`src/rtl/imd_pkg.sv`:
```
// ----------------------------------------------------------------------------
// imd_pkg: shared types and codes of the message deframer
// Result item layout, result kinds, error codes and register indexes.
// ----------------------------------------------------------------------------
package imd_pkg;

  // Result kinds
  typedef enum logic [1:0] {
    KIND_HEADER  = 2'd0,
    KIND_PAYLOAD = 2'd1,
    KIND_ERROR   = 2'd2
  } kind_e;

  // Error codes
  typedef enum logic [1:0] {
    ERR_MAGIC     = 2'd0,
    ERR_VERSION   = 2'd1,
    ERR_LENGTH    = 2'd2,
    ERR_TRUNCATED = 2'd3
  } err_e;

  // Configuration register indexes
  localparam logic [1:0] CFG_MAGIC   = 2'd0;
  localparam logic [1:0] CFG_VERSION = 2'd1;
  localparam logic [1:0] CFG_MAX_LEN = 2'd2;

  // Register reset values
  localparam logic [31:0] MAGIC_RST   = 32'd0;
  localparam logic [7:0]  VERSION_RST = 8'd1;
  localparam logic [31:0] MAX_LEN_RST = 32'd65536;

  // Header byte positions of interest
  localparam logic [3:0] POS_MAGIC_END = 4'd3;
  localparam logic [3:0] POS_VERSION   = 4'd4;
  localparam logic [3:0] POS_TYPE      = 4'd5;
  localparam logic [3:0] POS_FLAGS_HI  = 4'd6;
  localparam logic [3:0] POS_FLAGS_LO  = 4'd7;
  localparam logic [3:0] POS_REQ_END   = 4'd11;
  localparam logic [3:0] POS_LEN_END   = 4'd15;

  // Output data width: type, flags, id, length, byte, error, padded to bytes
  localparam int unsigned OUT_DATA_W = 104;

  // One result item as it travels from parser to output stage
  typedef struct packed {
    kind_e       kind;
    logic [7:0]  msg_type;
    logic [15:0] msg_flags;
    logic [31:0] msg_id;
    logic [31:0] payload_length;
    logic [7:0]  payload_byte;
    logic        last;
    err_e        error_code;
  } res_t;

endpackage

```
`src/rtl/ipc_message_deframer_unit.sv`:
```
// ----------------------------------------------------------------------------
// ipc_message_deframer_unit: byte-stream IPC message deframer
// Parses a 16-byte big-endian header, checks it, then passes payload bytes.
//
//  Channel   Dir  Handshake            Contents
//  s_axis    in   tvalid/tready        one stream byte, tlast = stream end
//  m_axis    out  tvalid/tready        one result: header, payload byte or error
//  cfg       in   cfg_valid/cfg_ready  register index and 32-bit write data
//
// One input byte per cycle; a byte that gives a result writes it to the queue
// at its accepting edge, and from there it moves into the output register that drives m_axis.
// Input is taken whenever the result queue has room, so a stalled output side
// holds off input only once the queue and output register are full.
// Reset puts the registers at their reset values and the parser at hunting.
// ----------------------------------------------------------------------------
module ipc_message_deframer_unit #(
  parameter int unsigned QUEUE_DEPTH = 4
) (
  input  logic                           clk_i,
  input  logic                           rst_ni,
  // configuration write channel
  input  logic                           cfg_valid_i,
  output logic                           cfg_ready_o,
  input  logic [1:0]                     cfg_index_i,
  input  logic [31:0]                    cfg_data_i,
  // input byte stream
  input  logic                           s_axis_tvalid,
  output logic                           s_axis_tready,
  input  logic [7:0]                     s_axis_tdata,  // [7:0] data_byte
  input  logic                           s_axis_tlast,  // stream_end
  // result stream
  output logic                           m_axis_tvalid,
  input  logic                           m_axis_tready,
  // [7:0] msg_type, [23:8] msg_flags, [55:24] msg_id,
  // [87:56] payload_length, [95:88] payload_byte, [97:96] error_code
  output logic [imd_pkg::OUT_DATA_W-1:0] m_axis_tdata,
  output logic [1:0]                     m_axis_tuser,  // [1:0] kind
  output logic                           m_axis_tlast   // last
);

  logic          in_fire;
  logic          push;
  imd_pkg::res_t push_res;
  logic          q_full, q_valid, q_pop;
  imd_pkg::res_t q_res;

  assign cfg_ready_o   = 1'b1;
  assign s_axis_tready = !q_full;
  assign in_fire       = s_axis_tvalid && s_axis_tready;

  imd_parser u_parser (
    .clk_i       (clk_i),
    .rst_ni      (rst_ni),
    .cfg_valid_i (cfg_valid_i),
    .cfg_index_i (cfg_index_i),
    .cfg_data_i  (cfg_data_i),
    .in_fire_i   (in_fire),
    .in_byte_i   (s_axis_tdata),
    .in_end_i    (s_axis_tlast),
    .push_o      (push),
    .res_o       (push_res)
  );

  imd_queue #(
    .DEPTH (QUEUE_DEPTH)
  ) u_queue (
    .clk_i   (clk_i),
    .rst_ni  (rst_ni),
    .push_i  (push),
    .data_i  (push_res),
    .full_o  (q_full),
    .pop_i   (q_pop),
    .valid_o (q_valid),
    .data_o  (q_res)
  );

  imd_emitter u_emitter (
    .clk_i     (clk_i),
    .rst_ni    (rst_ni),
    .q_valid_i (q_valid),
    .q_data_i  (q_res),
    .q_pop_o   (q_pop),
    .m_valid_o (m_axis_tvalid),
    .m_ready_i (m_axis_tready),
    .m_data_o  (m_axis_tdata),
    .m_user_o  (m_axis_tuser),
    .m_last_o  (m_axis_tlast)
  );

endmodule

```
`src/rtl/imd_parser.sv`:
```
// ----------------------------------------------------------------------------
// imd_parser: front part of the deframer
// Accepts stream bytes, tracks the header, checks it and builds result items.
// ----------------------------------------------------------------------------
module imd_parser (
  input  logic             clk_i,
  input  logic             rst_ni,
  // configuration writes
  input  logic             cfg_valid_i,
  input  logic [1:0]       cfg_index_i,
  input  logic [31:0]      cfg_data_i,
  // input bytes
  input  logic             in_fire_i,
  input  logic [7:0]       in_byte_i,
  input  logic             in_end_i,
  // results toward the queue
  output logic             push_o,
  output imd_pkg::res_t    res_o
);

  typedef enum logic [1:0] {
    PH_HEADER  = 2'b01,
    PH_PAYLOAD = 2'b10
  } phase_e;

  phase_e      phase_q, phase_d;
  logic [3:0]  pos_q, pos_d;
  logic [31:0] shift_q, shift_d;
  logic [7:0]  type_q, type_d;
  logic [15:0] flags_q, flags_d;
  logic [31:0] req_q, req_d;
  logic [31:0] len_q, len_d;
  logic [31:0] rem_q, rem_d;

  logic [31:0] magic_q;
  logic [7:0]  version_q;
  logic [31:0] max_len_q;

  logic [31:0] shift_next;
  logic        with_hdr;

  // Configuration registers
  always_ff @(posedge clk_i or negedge rst_ni) begin
    if (!rst_ni) begin
      magic_q   <= imd_pkg::MAGIC_RST;
      version_q <= imd_pkg::VERSION_RST;
      max_len_q <= imd_pkg::MAX_LEN_RST;
    end else if (cfg_valid_i) begin
      if (cfg_index_i == imd_pkg::CFG_MAGIC)   magic_q   <= cfg_data_i;
      if (cfg_index_i == imd_pkg::CFG_VERSION) version_q <= cfg_data_i[7:0];
      if (cfg_index_i == imd_pkg::CFG_MAX_LEN) max_len_q <= cfg_data_i;
    end
  end

  assign shift_next = {shift_q[23:0], in_byte_i};

  // Per-byte parse step
  always_comb begin
    phase_d  = phase_q;
    pos_d    = pos_q;
    shift_d  = shift_q;
    type_d   = type_q;
    flags_d  = flags_q;
    req_d    = req_q;
    len_d    = len_q;
    rem_d    = rem_q;
    push_o   = 1'b0;
    with_hdr = 1'b0;
    res_o.kind         = imd_pkg::KIND_ERROR;
    res_o.payload_byte = 8'd0;
    res_o.last         = 1'b0;
    res_o.error_code   = imd_pkg::ERR_MAGIC;

    if (in_fire_i) begin
      if (in_end_i) begin
        // stream closed: truncation if a message was open
        if (phase_q == PH_PAYLOAD || pos_q != 4'd0) begin
          phase_d          = PH_HEADER;
          pos_d            = 4'd0;
          push_o           = 1'b1;
          res_o.error_code = imd_pkg::ERR_TRUNCATED;
        end
      end else if (phase_q == PH_PAYLOAD) begin
        // payload byte, last one closes the message
        rem_d              = rem_q - 32'd1;
        push_o             = 1'b1;
        with_hdr           = 1'b1;
        res_o.kind         = imd_pkg::KIND_PAYLOAD;
        res_o.payload_byte = in_byte_i;
        if (rem_q == 32'd1) begin
          phase_d    = PH_HEADER;
          pos_d      = 4'd0;
          res_o.last = 1'b1;
        end
      end else begin
        // header byte
        shift_d = shift_next;
        pos_d   = pos_q + 4'd1;
        unique case (pos_q)
          imd_pkg::POS_MAGIC_END: begin
            if (shift_next != magic_q) begin
              pos_d  = 4'd0;
              push_o = 1'b1;
              res_o.error_code = imd_pkg::ERR_MAGIC;
            end
          end
          imd_pkg::POS_VERSION: begin
            if (in_byte_i != version_q) begin
              pos_d  = 4'd0;
              push_o = 1'b1;
              res_o.error_code = imd_pkg::ERR_VERSION;
            end
          end
          imd_pkg::POS_TYPE: type_d = in_byte_i;
          imd_pkg::POS_FLAGS_HI,
          imd_pkg::POS_FLAGS_LO: flags_d = {flags_q[7:0], in_byte_i};
          imd_pkg::POS_REQ_END: req_d = shift_next;
          imd_pkg::POS_LEN_END: begin
            len_d  = shift_next;
            pos_d  = 4'd0;
            push_o = 1'b1;
            if (shift_next > max_len_q) begin
              res_o.error_code = imd_pkg::ERR_LENGTH;
            end else begin
              with_hdr   = 1'b1;
              res_o.kind = imd_pkg::KIND_HEADER;
              if (shift_next == 32'd0) begin
                res_o.last = 1'b1;
              end else begin
                phase_d = PH_PAYLOAD;
                rem_d   = shift_next;
              end
            end
          end
          default: ;
        endcase
      end
    end

    // header fields only ride on header and payload results
    res_o.msg_type       = with_hdr ? type_d  : 8'd0;
    res_o.msg_flags      = with_hdr ? flags_d : 16'd0;
    res_o.msg_id         = with_hdr ? req_d   : 32'd0;
    res_o.payload_length = with_hdr ? len_d   : 32'd0;
    if (with_hdr) res_o.error_code = imd_pkg::ERR_MAGIC;
  end

  // Parse state
  always_ff @(posedge clk_i or negedge rst_ni) begin
    if (!rst_ni) begin
      phase_q <= PH_HEADER;
      pos_q   <= 4'd0;
      shift_q <= 32'd0;
      type_q  <= 8'd0;
      flags_q <= 16'd0;
      req_q   <= 32'd0;
      len_q   <= 32'd0;
      rem_q   <= 32'd0;
    end else begin
      phase_q <= phase_d;
      pos_q   <= pos_d;
      shift_q <= shift_d;
      type_q  <= type_d;
      flags_q <= flags_d;
      req_q   <= req_d;
      len_q   <= len_d;
      rem_q   <= rem_d;
    end
  end

endmodule

```
`src/rtl/imd_queue.sv`:
```
// ----------------------------------------------------------------------------
// imd_queue: short result queue between parser and output stage
// Register-based FIFO of result items; either side may stall on its own.
// ----------------------------------------------------------------------------
module imd_queue #(
  parameter int unsigned DEPTH = 4
) (
  input  logic          clk_i,
  input  logic          rst_ni,
  input  logic          push_i,
  input  imd_pkg::res_t data_i,
  output logic          full_o,
  input  logic          pop_i,
  output logic          valid_o,
  output imd_pkg::res_t data_o
);

  localparam int unsigned PTR_W = (DEPTH > 2) ? $clog2(DEPTH) : 1;
  localparam int unsigned CNT_W = $clog2(DEPTH + 1);

  imd_pkg::res_t mem_q [DEPTH];
  logic [PTR_W-1:0] wr_ptr_q, rd_ptr_q;
  logic [CNT_W-1:0] cnt_q;
  logic do_push, do_pop;

  assign full_o  = (cnt_q == CNT_W'(DEPTH));
  assign valid_o = (cnt_q != '0);
  assign data_o  = mem_q[rd_ptr_q];
  assign do_push = push_i && !full_o;
  assign do_pop  = pop_i && valid_o;

  // Storage
  always_ff @(posedge clk_i) begin
    if (do_push) mem_q[wr_ptr_q] <= data_i;
  end

  // Pointers and fill count
  always_ff @(posedge clk_i or negedge rst_ni) begin
    if (!rst_ni) begin
      wr_ptr_q <= '0;
      rd_ptr_q <= '0;
      cnt_q    <= '0;
    end else begin
      if (do_push) begin
        wr_ptr_q <= (wr_ptr_q == PTR_W'(DEPTH - 1)) ? '0 : wr_ptr_q + PTR_W'(1);
      end
      if (do_pop) begin
        rd_ptr_q <= (rd_ptr_q == PTR_W'(DEPTH - 1)) ? '0 : rd_ptr_q + PTR_W'(1);
      end
      if (do_push && !do_pop)      cnt_q <= cnt_q + CNT_W'(1);
      else if (do_pop && !do_push) cnt_q <= cnt_q - CNT_W'(1);
    end
  end

endmodule

```
`src/rtl/imd_emitter.sv`:
```
// ----------------------------------------------------------------------------
// imd_emitter: back part of the deframer
// Takes result items from the queue into an output register and packs them.
// ----------------------------------------------------------------------------
module imd_emitter (
  input  logic                            clk_i,
  input  logic                            rst_ni,
  input  logic                            q_valid_i,
  input  imd_pkg::res_t                   q_data_i,
  output logic                            q_pop_o,
  output logic                            m_valid_o,
  input  logic                            m_ready_i,
  output logic [imd_pkg::OUT_DATA_W-1:0]  m_data_o,
  output logic [1:0]                      m_user_o,
  output logic                            m_last_o
);

  logic          out_valid_q;
  imd_pkg::res_t out_q;
  logic          load;

  // Refill when empty or when the held result is being taken
  assign load    = q_valid_i && (!out_valid_q || m_ready_i);
  assign q_pop_o = load;

  always_ff @(posedge clk_i or negedge rst_ni) begin
    if (!rst_ni) begin
      out_valid_q <= 1'b0;
    end else if (load) begin
      out_valid_q <= 1'b1;
    end else if (m_ready_i) begin
      out_valid_q <= 1'b0;
    end
  end

  always_ff @(posedge clk_i) begin
    if (load) out_q <= q_data_i;
  end

  // Pack fields, lowest first
  assign m_valid_o = out_valid_q;
  assign m_data_o  = {6'd0, out_q.error_code, out_q.payload_byte, out_q.payload_length,
                      out_q.msg_id, out_q.msg_flags, out_q.msg_type};
  assign m_user_o  = out_q.kind;
  assign m_last_o  = out_q.last;

endmodule
```
`config.mk`:
```
export PLATFORM = sky130hd
export DESIGN_NAME = ipc_message_deframer_unit
export DESIGN_NICKNAME = d
export VERILOG_FILES = /design/src/rtl/imd_pkg.sv /design/src/rtl/ipc_message_deframer_unit.sv /design/src/rtl/imd_parser.sv /design/src/rtl/imd_queue.sv /design/src/rtl/imd_emitter.sv
export SDC_FILE = /design/constraint.sdc
export NUM_CORES = 1
export LEC_CHECK = 0
export BUFFER_PORTS_ARGS = -buffer_cell sky130_fd_sc_hd__buf_4
export CAP_MARGIN = 40
export CORE_MARGIN = 10
export CORE_UTILIZATION = 50
export CTS_CLUSTER_DIAMETER = 30
export DETAILED_ROUTE_END_ITERATION = 16
export PLACE_DENSITY = 0.7
export SLEW_MARGIN = 20
export SYNTH_ARGS = -nofsm -noshare
export SYNTH_HDL_FRONTEND = slang
export SYNTH_SLANG_ARGS = --single-unit
export TNS_END_PERCENT = 5
```
`constraint.sdc`:
```
create_clock -name clk_i -period 6.7 [get_ports clk_i]
set_input_delay 0 -clock clk_i [delete_from_list [all_inputs] [get_ports clk_i]]
set_output_delay 0 -clock clk_i [all_outputs]
set_load 0.005 [all_outputs]
```
Yosys cells after proc, flatten, opt, wreduce, memory -nomap -nowiden
Memories as Yosys holds them, arrays and structs flattened. A register that Yosys moved wholly into a read port is not among the register bits. Cells that the tools add are included. Widths: inputs -> output; s select.

$add $sub $neg: 6. $mul: 0. Div/mod/pow operators: 0. Magnitude comparators: 1. Equal/unequal tests: 22. Shift-type cells: 0. Muxes and demuxes: 77. Bitwise operators: 2. Reduce and logical (&&, ||, !) cells: 28.

Operators with widths (count): $mux 32 (14); $mux 16 (5); $mux 8 (6); $mux 2 (18); $eq 32x1->1 const B (1); $gt 32x32->1 (1); $logic_not 32->1 (1); $ne 32x32->1 (1); $sub 32x1->32 const B (1); $mux 4 (6); $mux 1 (21); $eq 4x3->1 const B (4); $pmux 4 s3 (1); $mux 11 (1); $mux 9 (1); $eq 2x2->1 const B (4); $eq 4x4->1 const B (2); $ne 8x8->1 (1); $logic_and 1x1->1 (6); $mux 3 (2); $ne 2x1->1 const B (3); $ne 3x2->1 const B (2); $reduce_and 2->1 (3); $reduce_and 3->1 (2); 20 further kinds (29).

Register bits after elaboration: 230. Latch bits: 0. RAM bits: 404. Memory bits (read-only): 0. Input port bits: 48. Output and inout port bits: 110. Logic and storage cells: 152. Memories: 1.

Memory list: u_queue.mem_q (depth 4, bits a word 101, rd ports 1, clocked after Yosys merged registers in 1, wr ports 1, RTL line imd_queue.sv:21) `imd_pkg::res_t mem_q [DEPTH];`.

Logic depth before layout (Yosys ltp)
Gate-level depths: netlist of run 1.

Depth in word-level cells: 11. Gate-level depth with buffers: 13. Gate-level depth less buffers: 12.

Hierarchy
From an unflattened synthesis of run 1, not the netlist that was laid out.

Cell total of the unflattened synthesis: 1691. Area, all modules: 29301.9 um^2.

By module, submodules not included: imd_queue (times used 1, cells an instance 565, area each 15082.0 um^2, seq. area each 12306.8 um^2); imd_parser (times used 1, cells an instance 1010, area each 11073.1 um^2, seq. area each 5559.1 um^2); imd_emitter (times used 1, cells an instance 112, area each 3125.5 um^2, seq. area each 3057.9 um^2); ipc_message_deframer_unit (times used 1, cells an instance 4, area each 21.3 um^2, seq. area each 0.0 um^2).

Worst setup path before layout of run 1
Ideal clock, no wire load.

Path kind: register -> register. From: register u_queue.cnt_q[0]. To: register u_queue.cnt_q[1]. Setup time: 0.125 ns. Data arrival time: 6.870 ns. Data required time: 6.575 ns. Path slack: -0.295 ns. Stages on the path, launching flop included: 8. Buffers on the path: 0. Clock period less this slack: 6.995 ns. Cell sequence: dfrtp_1 > nor3_1 > a21oi_1 > inv_1 > ha_1 > inv_1 > fa_1 > mux2_2.

Elaborated cells on any way between the ends: 17. Classes of those cells: 2 x add/sub; 1 x eq/ne; 3 x mux; 11 x reduce/logical.

RTL lines: start: declaration (RTL line imd_queue.sv:23) `logic [CNT_W-1:0] cnt_q;`; start signal: assignment (RTL line imd_queue.sv:50) `if (do_push && !do_pop) cnt_q <= cnt_q + CNT_W'(1);`; start signal: assignment (RTL line imd_queue.sv:51) `else if (do_pop && !do_push) cnt_q <= cnt_q - CNT_W'(1);`; $reduce_bool 3->1 (*) (RTL line imd_queue.sv:27) `assign valid_o = (cnt_q != '0);`; $logic_and 1x1->1 (*) (RTL line imd_emitter.sv:23) `assign load = q_valid_i && (!out_valid_q || m_ready_i);`; via q_pop (RTL line ipc_message_deframer_unit.sv:44) `logic q_full, q_valid, q_pop;`; $logic_and 1x1->1 (*) (RTL line imd_queue.sv:30) `assign do_pop = pop_i && valid_o;`; $logic_not 1->1 (RTL line imd_queue.sv:50); $logic_and 1x1->1 (RTL line imd_queue.sv:50); $mux 3 or $reduce_bool 2->1 (tied branches).

Mark *: on every way through the listed nets, which the timed path passes. The rest lies on a longest branch. The select of a mux whose other input is x is not followed. A chain may end at the register's enable or synchronous reset.

==> results by group, run 1 <==
Run status
  • Status: finished, final reports clean

Die
  • Die area: 0.06875 mm^2
  • Num rows: 88
  • Die height: 262.2 um
  • IO Pins: 158
  • Die width: 262.2 um
  • Core area: 0.05792 mm^2
  • Initial Util: 50.64%

Logic synthesis
  • Flops & latches, synth: 735
  • Synth top area share: 51.70%
  • Synth Area in Simple Gates: 7.687%
  • Post-synth top flop: edfxtp_1
  • Synth Instances: 1775
  • Synthesized area per cell: 16.52 um^2
  • Sequential-to-total area share from yosys stat: 71.34%
  • Synth Area in Adders: 1.945%
  • Synth unique cells: 70
  • Post-synthesis mux area share: 12.82%
  • Warnings from Yosys: 0
  • Post-synth EDFFs: 505
  • Synth area leaders: edfxtp_1, dfrtp_1, mux4_2, mux2_2, nand2_1
  • XOR/XNOR share of the synthesized area: 1.284%
  • Post-synth top area cell: edfxtp_1
  • Synth Cell Area: 0.02933 mm^2
  • Async S/R FF share, synth: 31.29%
  • Largest family of logic cells by synthesized area: multiplexers
  • Compound-gate portion of the synthesized area: 2.815%

Drt
  • Router iterations before antenna repair: 6
  • DRC Markers: 0
  • Starting DRT DRC Count: 1378
  • Via Count: 16.82k
  • DR vias/cell: 5.739
  • Routed len/inst: 24.07 um
  • Antenna-violating nets left: 0
  • Final WL: 70.54 mm

Clock tree
  • # H-tree levels: 4
  • CTS buffer count: 131
  • Clock slew at reported path FFs: 50 ps
  • TritonCTS sink count: 735
  • Post_cts resized: 0
  • Post-CTS setup buffers: 0
  • Clk_lat worst skew: 710 ps
  • Maximum root-to-sink buffer count: 3
  • CTS tree: built
  • Hold-fix buffer count after cts: 49
  • CTS Root Cell: clkbuf_16

Placement
  • DP HPWL: 43.45 mm
  • Placed standard-cell area: 0.03151 mm^2
  • Routability congestion estimate from global placement: 0.9327
  • I/O Buffers: 150

Power
  • Leak: 0.01457 uW
  • Pint: 11760 uW
  • P_sw: 4253 uW
  • Power Density: 436.8 mW/mm^2
  • Seq pwr share: 39.9%
  • Combinational fraction of design power: 18.0%
  • Sw Share: 26.56%
  • Worst VDD drop: 0.2718 mV
  • Clock share of power: 42.1%
  • Final Power: 16010 uW

Final layout
  • P&R area growth vs syn: 24.95%
  • Fin nets: 2145
  • Layout cell share with drive strength beyond 1: 31.35%
  • Finished Cell Area: 0.03665 mm^2
  • Post-layout util: 63.28%

Timing
  • Setup TNS Final: 0 ps
  • Relative slew slack: 44.10%
  • # setup viols final: 0
  • Fin. Hold Viols: 0
  • Fmax: 0.2455 GHz
  • Tcrit/Tclk final: 60.79%
  • Min Tclk post-route: 4073 ps
  • Min Hold Slack: 58.86 ps
  • Max-slew violations: 0
  • Slew @ Worst Pin: 838.5 ps
  • Setup repair after global routing missed its margin: no
  • Setup clock skew after layout: 33.43 ps

Setup path
  • Worst Path Arrival: 4600 ps
  • Max FO, Critical Path: 34
  • Critical path required time: 7230 ps
  • Crit Path Class: reg2reg
  • CP endpoint kind: flop
  • CP Launch Type: flop

Worst hold path
  • Worst hold path type: in2reg

Global route
  • Vias in the first global route: 17.63k
  • Global-route wire length before repair: 108.2 mm
  • Largest net degree at the start of global routing: 101
  • Antenna violations before repair: 3
  • All-Layer GR Usage: 20.48%
  • GRT Residual Overflow: 0

Job
  • Max-cap violations: 0
[metal layers]
layer	routed length [um]	vias up	track usage (%)
met5	31	-	0
met2	34640	692	32.57
met1	28680	8665	26.68
met3	5263	131	5.257
li1	-	7329	-
met4	1923	4	7.962
[layout by cell type, fill, tap and decap left out, drive strengths merged, types with 7 or more instances in the layout]
master	instances
clkbuf	174
and3	89
a21oi	32
o311ai	8
inv	65
or3	9
xnor2	33
mux2	131
and2	15
nor4	22
nor3	23
clkinv	24
mux4	101
dfrtp	227
nand2	192
clkinvlp	17
ha	44
conb	7
nand4	22
nand3	16
o211ai	9
o21ai	29
nor2	32
buf	190
xor2	10
bufinv	15
a31oi	12
edfxtp	505
dlygate4sd3	49
[cells by family (layout without fill, tap and decap cells)]
family,Yosys count,in the layout
flops,735,735
simple gates,442,442
mux,233,233
buf+inv,151,534
compound gates,124,124
fa+ha+maj,45,45
xor+xnor,43,43
other cells,2,10
[area by class of cell]
class	count	area [um^2]
tap	765	957.2
clock inverter	70	864.6
inverter	51	191.4
sequential	735	20930
antenna	3	7.507
fill	4071	21270
clock buffer	174	3716
multi-input combinational	894	7856
timing repair buffer	239	2125
[worst max-delay path, cell delays in order, from the launching register on]
cell	delay, ps
dfrtp_1	560
ha_1	420
nand4_1	220
nor4_1	610
and2_1	220
a21oi_1	120
or2_2	420
o21ai_4	530
buf_4	490
and3_1	310
[synthesized netlist by cell type (all sizes together) (12+ instances only)]
master    n
nor2     32
nor3     23
nor4     22
dfrtp   227
and2     15
a31oi    12
nand3    16
o21ai    29
nand4    22
mux4    101
inv      51
and3     89
nand2   192
xnor2    33
mux2    131
ha       44
a21oi    32
buf      32
edfxtp  505
clkbuf   68
[sequential cells by signal, summed over array words and instances, names as in the netlist]
register	count
u_parser.phase_q	2
u_parser.magic_q	32
u_queue.cnt_q	3
u_parser.len_q	32
u_queue.wr_ptr_q	2
u_emitter.m_valid_o	1
u_parser.flags_q	16
u_parser.version_q	8
u_parser.shift_q	24
u_queue.rd_ptr_q	2
u_parser.req_q	32
u_parser.type_q	8
u_parser.max_len_q	32
u_parser.rem_q	32
u_emitter.m_user_o	2
u_emitter.m_last_o	1
u_parser.pos_q	4
u_emitter.m_data_o	98
u_queue.mem_q	404
[stage by stage]
stage,setup WS [ps],cells
detailed placement,2723,2631
global placement,2772,2621
CTS,2690,2924
finish,2627,2931
global route,2516,2928
floorplan,1979,1780
[worst paths after layout]
| path | to | slack, ps | startpoint | cells past startpoint |
|---|---|---|---|---|
| max | u_queue.mem_q[3][51]$_DFFE_PP_ | 2630 | u_parser.shift_q[23]$_DFFE_PN0P_ | 9 |
| min | u_parser.version_q[4]$_DFFE_PN0P_ | 60 | cfg_index_i[1] | 3 |
| max reg2reg | u_queue.mem_q[3][51]$_DFFE_PP_ | 2630 | u_parser.shift_q[23]$_DFFE_PN0P_ | 9 |
| min reg2reg | u_parser.len_q[17]$_DFF_PN0_ | 470 | u_parser.len_q[17]$_DFF_PN0_ | 2 |
| max in group asynchronous | u_parser.max_len_q[17]$_DFFE_PN0P_ | 4650 | rst_ni | 4 |
| min in group asynchronous | u_parser.magic_q[21]$_DFFE_PN0P_ | 470 | rst_ni | 3 |
[power by group through the flow]
stage / clock network [uW] / logic (uW) / registers [uW]
floorplan: 0 / 1760 / 6220
global placement: 0 / 2780 / 6420
detailed placement: 0 / 2860 / 6460
CTS: 6820 / 2910 / 6400
global route: 7050 / 3130 / 6470
finish: 6740 / 2880 / 6390
Note: power is estimated with default switching activity, not from simulation.
==> inputs of run 2 (changes only) <==
- clock period: 6.7 -> 3.68 ns (I/O delays scaled with it)
==> run 2 against run 1 <==
Effect of this change:
- worst hold slack worse by 45 ps
- die area unchanged
- power up 78%
- highest routed layer is now met4
- final area down 0.42%
- worst setup slack worse by 2300 ps
- critical endpoint is now u_queue.mem_q[2][76]$_DFFE_PP_
- count of clock-buffer cells in the layout down 36
- sequential share of layout area up 0.24 points
- sequential power up 80%
- combinational power up 87%
- via count down 1.2%
- first-iteration DRC count up 3.1%
- routed wire length down 3.8%
==> results by group, run 2 (synthesis gave the netlist of run 1 again) <==
Clock tree
  • Post_cts resized: 0 (unchanged)
  • TritonCTS sink count: 735 (unchanged)
  • Clock slew at reported path FFs: 50 ps (about the same)
  • CTS buffer count: 120 (-8.4%)
  • Clk_lat worst skew: 690 ps (-20 ps)
  • CTS tree: built
  • CTS Root Cell: clkbuf_16
  • # H-tree levels: 3 (-1)
  • Maximum root-to-sink buffer count: 3 (unchanged)
  • Hold-fix buffer count after cts: 46 (-6.1%)
  • Post-CTS setup buffers: 0 (unchanged)

Power
  • Final Power: 28450 uW (+78%)
  • Combinational fraction of design power: 19.0% (+1.0 points)
  • Worst VDD drop: 0.4545 mV (+67%)
  • P_sw: 7722 uW (+82%)
  • Leak: 0.01451 uW (-0.39%)
  • Power Density: 779.6 mW/mm^2 (+78%)
  • Seq pwr share: 40.3% (+0.4 points)
  • Pint: 20730 uW (+76%)
  • Sw Share: 27.14% (+0.58 points)
  • Clock share of power: 40.7% (-1.4 points)

Final layout
  • Post-Layout Cell Count: 2930 (-0.034%)
  • Filler cells: 4078 (+0.17%)
  • Max FFs per register: 404 (unchanged)
  • Finished Cell Area: 0.03649 mm^2 (-0.42%)
  • Biggest register: u_queue.mem_q
  • Fin nets: 2150 (+0.23%)
  • Layout cell share with drive strength beyond 1: 32.12% (+0.77 points)
  • Most frequent cells in the layout: edfxtp_1, dfrtp_1, nand2_1
  • Most common cell after layout, fill and taps aside: edfxtp_1
  • P&R area growth vs syn: 24.42%

Placement
  • DP HPWL: 42.00 mm (-3.3%)
  • Placed Instances: 2653 (+0.84%)
  • Routability congestion estimate from global placement: 0.9048 (-3.0%)
  • I/O Buffers: 150 (unchanged)
  • Placed standard-cell area: 0.03171 mm^2 (+0.64%)

Job
  • Max-cap violations: 0 (unchanged)

Drt
  • Routed len/inst: 23.15 um (-3.8%)
  • DRC Markers: 0 (unchanged)
  • Via Count: 16.63k (-1.2%)
  • Starting DRT DRC Count: 1421 (+3.1%)
  • Antenna-violating nets left: 0 (unchanged)
  • DR vias/cell: 5.675 (-1.1%)
  • Router iterations before antenna repair: 6 (unchanged)
  • Final WL: 67.84 mm (-3.8%)

Timing
  • Setup repair after global routing missed its margin: no
  • Fin. Hold Viols: 0 (unchanged)
  • Min Tclk post-route: 3308 ps (-764.9 ps)
  • Setup TNS Final: 0 ps (unchanged)
  • Setup clock skew after layout: 43.78 ps (+10.35 ps)
  • # setup viols final: 0 (unchanged)
  • Max-slew violations: 0 (unchanged)
  • Min Hold Slack: 13.97 ps (-44.89 ps)
  • Relative slew slack: 33.10% (-11 points)
  • Slew @ Worst Pin: 1003 ps (+164.9 ps)
  • Tcrit/Tclk final: 89.90% (+29 points)
  • Fmax: 0.3023 GHz (+23%)

Setup path
  • Worst Setup EP: u_queue.mem_q[2][76]$_DFFE_PP_
  • Worst flop-to-flop path endpoint: u_queue.mem_q[2][76]$_DFFE_PP_
  • R2R depth: 9 (unchanged)
  • Crit Path Class: reg2reg
  • Worst r2r src: u_parser.shift_q[4]$_DFFE_PN0P_
  • Flop2flop setup slack: 370 ps (-2260 ps)
  • CP most frequent cell: a21oi_1
  • Delay-heaviest family, CP: compound AO/OA/AOI/OAI gates
  • Bufs and invs on worst path: 2 (+1)
  • CP Launch Type: flop
  • Crit path cell chain: xnor2_1 > nand4_1 > nor4_1 > buf_4 > a21oi_1 > a21oi_1 > a21oi_1 > and2_4 > buf_12
  • Critical path required time: 4040 ps (-3190 ps)
  • Critical path depth: 9 (unchanged)
  • Worst Path Arrival: 3670 ps (-930 ps)
  • Max FO, Critical Path: 31 (-8.8%)
  • CP endpoint kind: flop
  • CP startpoint: u_parser.shift_q[4]$_DFFE_PN0P_
  • Slowest cell on the critical path: and2_4
  • Crit-path max cell delay: 690 ps (+80 ps)

Global route
  • Vias in the first global route: 17.31k (-1.8%)
  • Largest net degree at the start of global routing: 124 (+23%)
  • Antenna violations before repair: 2 (-1)
  • All-Layer GR Usage: 19.57% (-0.91 points)
  • GRT Residual Overflow: 0 (unchanged)
  • Global-route wire length before repair: 105.4 mm (-2.5%)

Die
  • Core area: 0.05792 mm^2 (unchanged)
  • Die width: 262.2 um (unchanged)
  • Num rows: 88 (unchanged)
  • Die height: 262.2 um (unchanged)
  • IO Pins: 158 (unchanged)
  • Die area: 0.06875 mm^2 (unchanged)
  • Initial Util: 50.64% (unchanged)

Run status
  • Status: finished, final reports clean

Worst hold path
  • Worst hold path type: in2async
-- run 2: power groups by stage --
stage / Sequential, uW / Combinational, uW / Clock, uW
global route: 11600 / 5870 / 12200
floorplan: 11300 / 3210 / 0
global placement: 11500 / 5390 / 0
finish: 11500 / 5390 / 11600
CTS: 11500 / 5520 / 11800
detailed placement: 11600 / 5450 / 0
-- run 2: cell type report --
type	instances	area, um^2	share of cell area [%]
clock buffers	138	3182	8.719
diodes	1	2.502	0.006857
clock inverters	91	1139	3.120
inverters	51	191.4	0.5246
flip-flops and latches	735	20930	57.36
repair buffers	255	2235	6.123
well taps	765	957.2	2.623
multi-input cells	894	7856	21.53
-- run 2: stage by stage --
step,setup slack (ps),utilization (%)
6_report,371.8,63.01
5_1_grt,171.1,63.01
4_1_cts,404.4,63.00
3_5_place_dp,455.4,54.74
3_3_place_gp,469.8,54.74
2_1_floorplan,-768.8,-
-- run 2: routing by layer --
metal  global-route usage, %  wire, um
met1                   26.37     28500
met2                   31.55     33450
met3                   3.896      4407
met4                   6.342      1491
met5                       0         0
-- run 2: how the worst min path moves through the flow --
stage                                               to  slack (ps)
floorplan              u_emitter.m_valid_o$_DFFE_PN0P_        -300
global placement    u_parser.max_len_q[23]$_DFFE_PN0P_         190
detailed placement    u_parser.magic_q[18]$_DFFE_PN0P_         190
CTS                   u_parser.magic_q[16]$_DFFE_PN0P_           1
global route          u_parser.magic_q[15]$_DFFE_PN0P_          40
finish                u_parser.magic_q[18]$_DFFE_PN0P_          10
==> inputs of run 3 (changes only) <==
- HOLD_SLACK_MARGIN: unset -> 0.08
==> run 3 against run 2 <==
Effect of this change:
- critical path depth stayed put
- register-to-register slack worse by 20 ps
- via count increased by 0.35%
- final area rose by 0.38%
==> results by group, run 3 (synthesis gave the netlist of run 1 again) <==
Run status
  • Status: finished, final reports clean

Setup path
  • Worst Path Arrival: 3680 ps (about the same)
  • Slowest cell on the critical path: and2_4
  • CP endpoint kind: flop
  • CP most frequent cell: a21oi_1
  • Max FO, Critical Path: 31 (unchanged)
  • Critical path required time: 4040 ps (about the same)
  • Crit path cell chain: xnor2_1 > nand4_1 > nor4_1 > buf_4 > a21oi_1 > a21oi_1 > a21oi_1 > and2_4 > buf_12
  • Crit Path Class: reg2reg
  • CP Launch Type: flop
  • Crit-path max cell delay: 690 ps (about the same)

Drt
  • Final WL: 68.29 mm (+0.66%)
  • Router iterations before antenna repair: 5 (-1)
  • DRC Markers: 0 (unchanged)
  • DR vias/cell: 5.669 (about the same)
  • Starting DRT DRC Count: 1449 (+2.0%)
  • Antenna-violating nets left: 0 (unchanged)
  • Via Count: 16.69k (+0.35%)
  • Routed len/inst: 23.20 um (+0.21%)

Clock tree
  • CTS Root Cell: clkbuf_16
  • CTS tree: built
  • TritonCTS sink count: 735 (unchanged)
  • Clock slew at reported path FFs: 50 ps (about the same)
  • CTS buffer count: 120 (unchanged)
  • Post_cts resized: 0 (unchanged)
  • Maximum root-to-sink buffer count: 3 (unchanged)
  • # H-tree levels: 3 (unchanged)
  • Clk_lat worst skew: 690 ps (about the same)

Timing
  • # setup viols final: 0 (unchanged)
  • Final WS setup: 355.5 ps (-16.34 ps)
  • Tcrit/Tclk final: 90.34% (+0.44 points)
  • Max-slew violations: 0 (unchanged)
  • Fmax: 0.3008 GHz (-0.49%)
  • Slew @ Worst Pin: 884.0 ps (-119.4 ps)
  • Fin. Hold Viols: 0 (unchanged)
  • Relative slew slack: 41.06% (+8.0 points)
  • Setup clock skew after layout: 42.05 ps (-1.736 ps)
  • Min Tclk post-route: 3325 ps (+16.34 ps)
  • Min Hold Slack: 115.9 ps (+101.9 ps)
  • Setup repair after global routing missed its margin: no

Global route
  • Vias in the first global route: 17.42k (+0.68%)
  • Global-route wire length before repair: 106.3 mm (+0.85%)
  • GRT Residual Overflow: 0 (unchanged)
  • Largest net degree at the start of global routing: 106 (-15%)
  • All-Layer GR Usage: 19.74% (+0.18 points)
  • Antenna violations before repair: 3 (+1)

Final layout
  • Biggest register: u_queue.mem_q
  • P&R area growth vs syn: 24.90%
  • Post-layout util: 63.25% (+0.24 points)
  • Fin nets: 2163 (+0.60%)
  • Layout cell share with drive strength beyond 1: 31.97% (-0.15 points)
  • Max FFs per register: 404 (unchanged)
  • Most common cell after layout, fill and taps aside: edfxtp_1
  • Most frequent cells in the layout: edfxtp_1, dfrtp_1, nand2_1
  • Post-Layout Cell Count: 2943 (+0.44%)

Power
  • Worst VDD drop: 0.4554 mV (+0.20%)
  • Power Density: 777.5 mW/mm^2 (-0.26%)
  • Final Power: 28480 uW (+0.12%)
  • Leak: 0.01457 uW (+0.41%)

Die
  • Die height: 262.2 um (unchanged)
  • Num rows: 88 (unchanged)
  • Core area: 0.05792 mm^2 (unchanged)
  • Die width: 262.2 um (unchanged)
  • Initial Util: 50.64% (unchanged)
  • Die area: 0.06875 mm^2 (unchanged)
  • IO Pins: 158 (unchanged)

Placement
  • DP HPWL: 42.00 mm (unchanged)
  • I/O Buffers: 150 (unchanged)
  • Dpl ws: 455.4 ps (unchanged)
  • Placed Instances: 2653 (unchanged)
  • Routability congestion estimate from global placement: 0.9048 (unchanged)

Worst hold path
  • Worst hold path type: in2reg

Job
  • Max-cap violations: 0 (unchanged)
## run 3: cell count changes in the layout (fill, tap and decap cells not counted), sizes merged
| cell | previous run | this run |
|---|---|---|
| dlygate4sd3 | 46 | 58 |
| buf | 209 | 210 |
## run 3: where the power goes
part / leakage [uW] / switching (uW) / internal [uW]
registers: 0.00767 / 883 / 10600
logic: 0.00483 / 2750 / 2670
clock network: 0.00207 / 4110 / 7480
## run 3: through the flow
step | instance area (um^2) | setup TNS [ps]
final | 36630 | 0
after global routing | 36630 | 0
after CTS | 36630 | 0
after detailed placement | 31710 | 0
after global placement | 31710 | 0
after floorplan | 29360 | -310570
## run 3: worst paths after layout
path | cells after the start | to | from | slack, ps
worst max-delay path | 9 | u_queue.mem_q[2][76]$_DFFE_PP_ | u_parser.shift_q[4]$_DFFE_PN0P_ | 360
worst min-delay path | 3 | u_parser.magic_q[8]$_DFFE_PN0P_ | cfg_data_i[8] | 120
worst max register to register | 9 | u_queue.mem_q[2][76]$_DFFE_PP_ | u_parser.shift_q[4]$_DFFE_PN0P_ | 360
worst min register to register | 2 | u_parser.len_q[16]$_DFF_PN0_ | u_parser.len_q[16]$_DFF_PN0_ | 470
max in group asynchronous | 4 | u_queue.rd_ptr_q[1]$_DFFE_PN0P_ | rst_ni | 2290
min in group asynchronous | 3 | u_parser.magic_q[27]$_DFFE_PN0P_ | rst_ni | 540
## run 3: final cells by class
cell class              count  area (um^2)
clock buffers             138         3182
multi-input cells         894         7856
inverters                  51        191.4
clock inverters            91         1139
well taps                 765        957.2
fillers                  4054        21280
repair buffers            268         2375
flip-flops and latches    735        20930
diodes                      1        2.502
## run 3: routing by layer
layer	global-route usage (%)	wire, um	part of all wire, %
met5	0	0	0
met4	6.451	1459	2.1
met3	3.924	4454	6.5
met2	31.79	33730	49
met1	26.64	28650	42
## run 3: what timing repair did
action / CTS / global route
hold buffers: 59 / 0
endpoints found under the hold margin: 346 / 0
setup buffers: 0 / 0
## run 3: worst max-delay path, delay by kind of cell, from the launching register on
kind / cells / cell delay (ps)
AOI/OAI and AO/OA: 3 / 940
xor gates and xnor gates: 1 / 210
buffers and inverters: 2 / 420
DFF: 1 / 560
and+or+nand+nor: 3 / 850
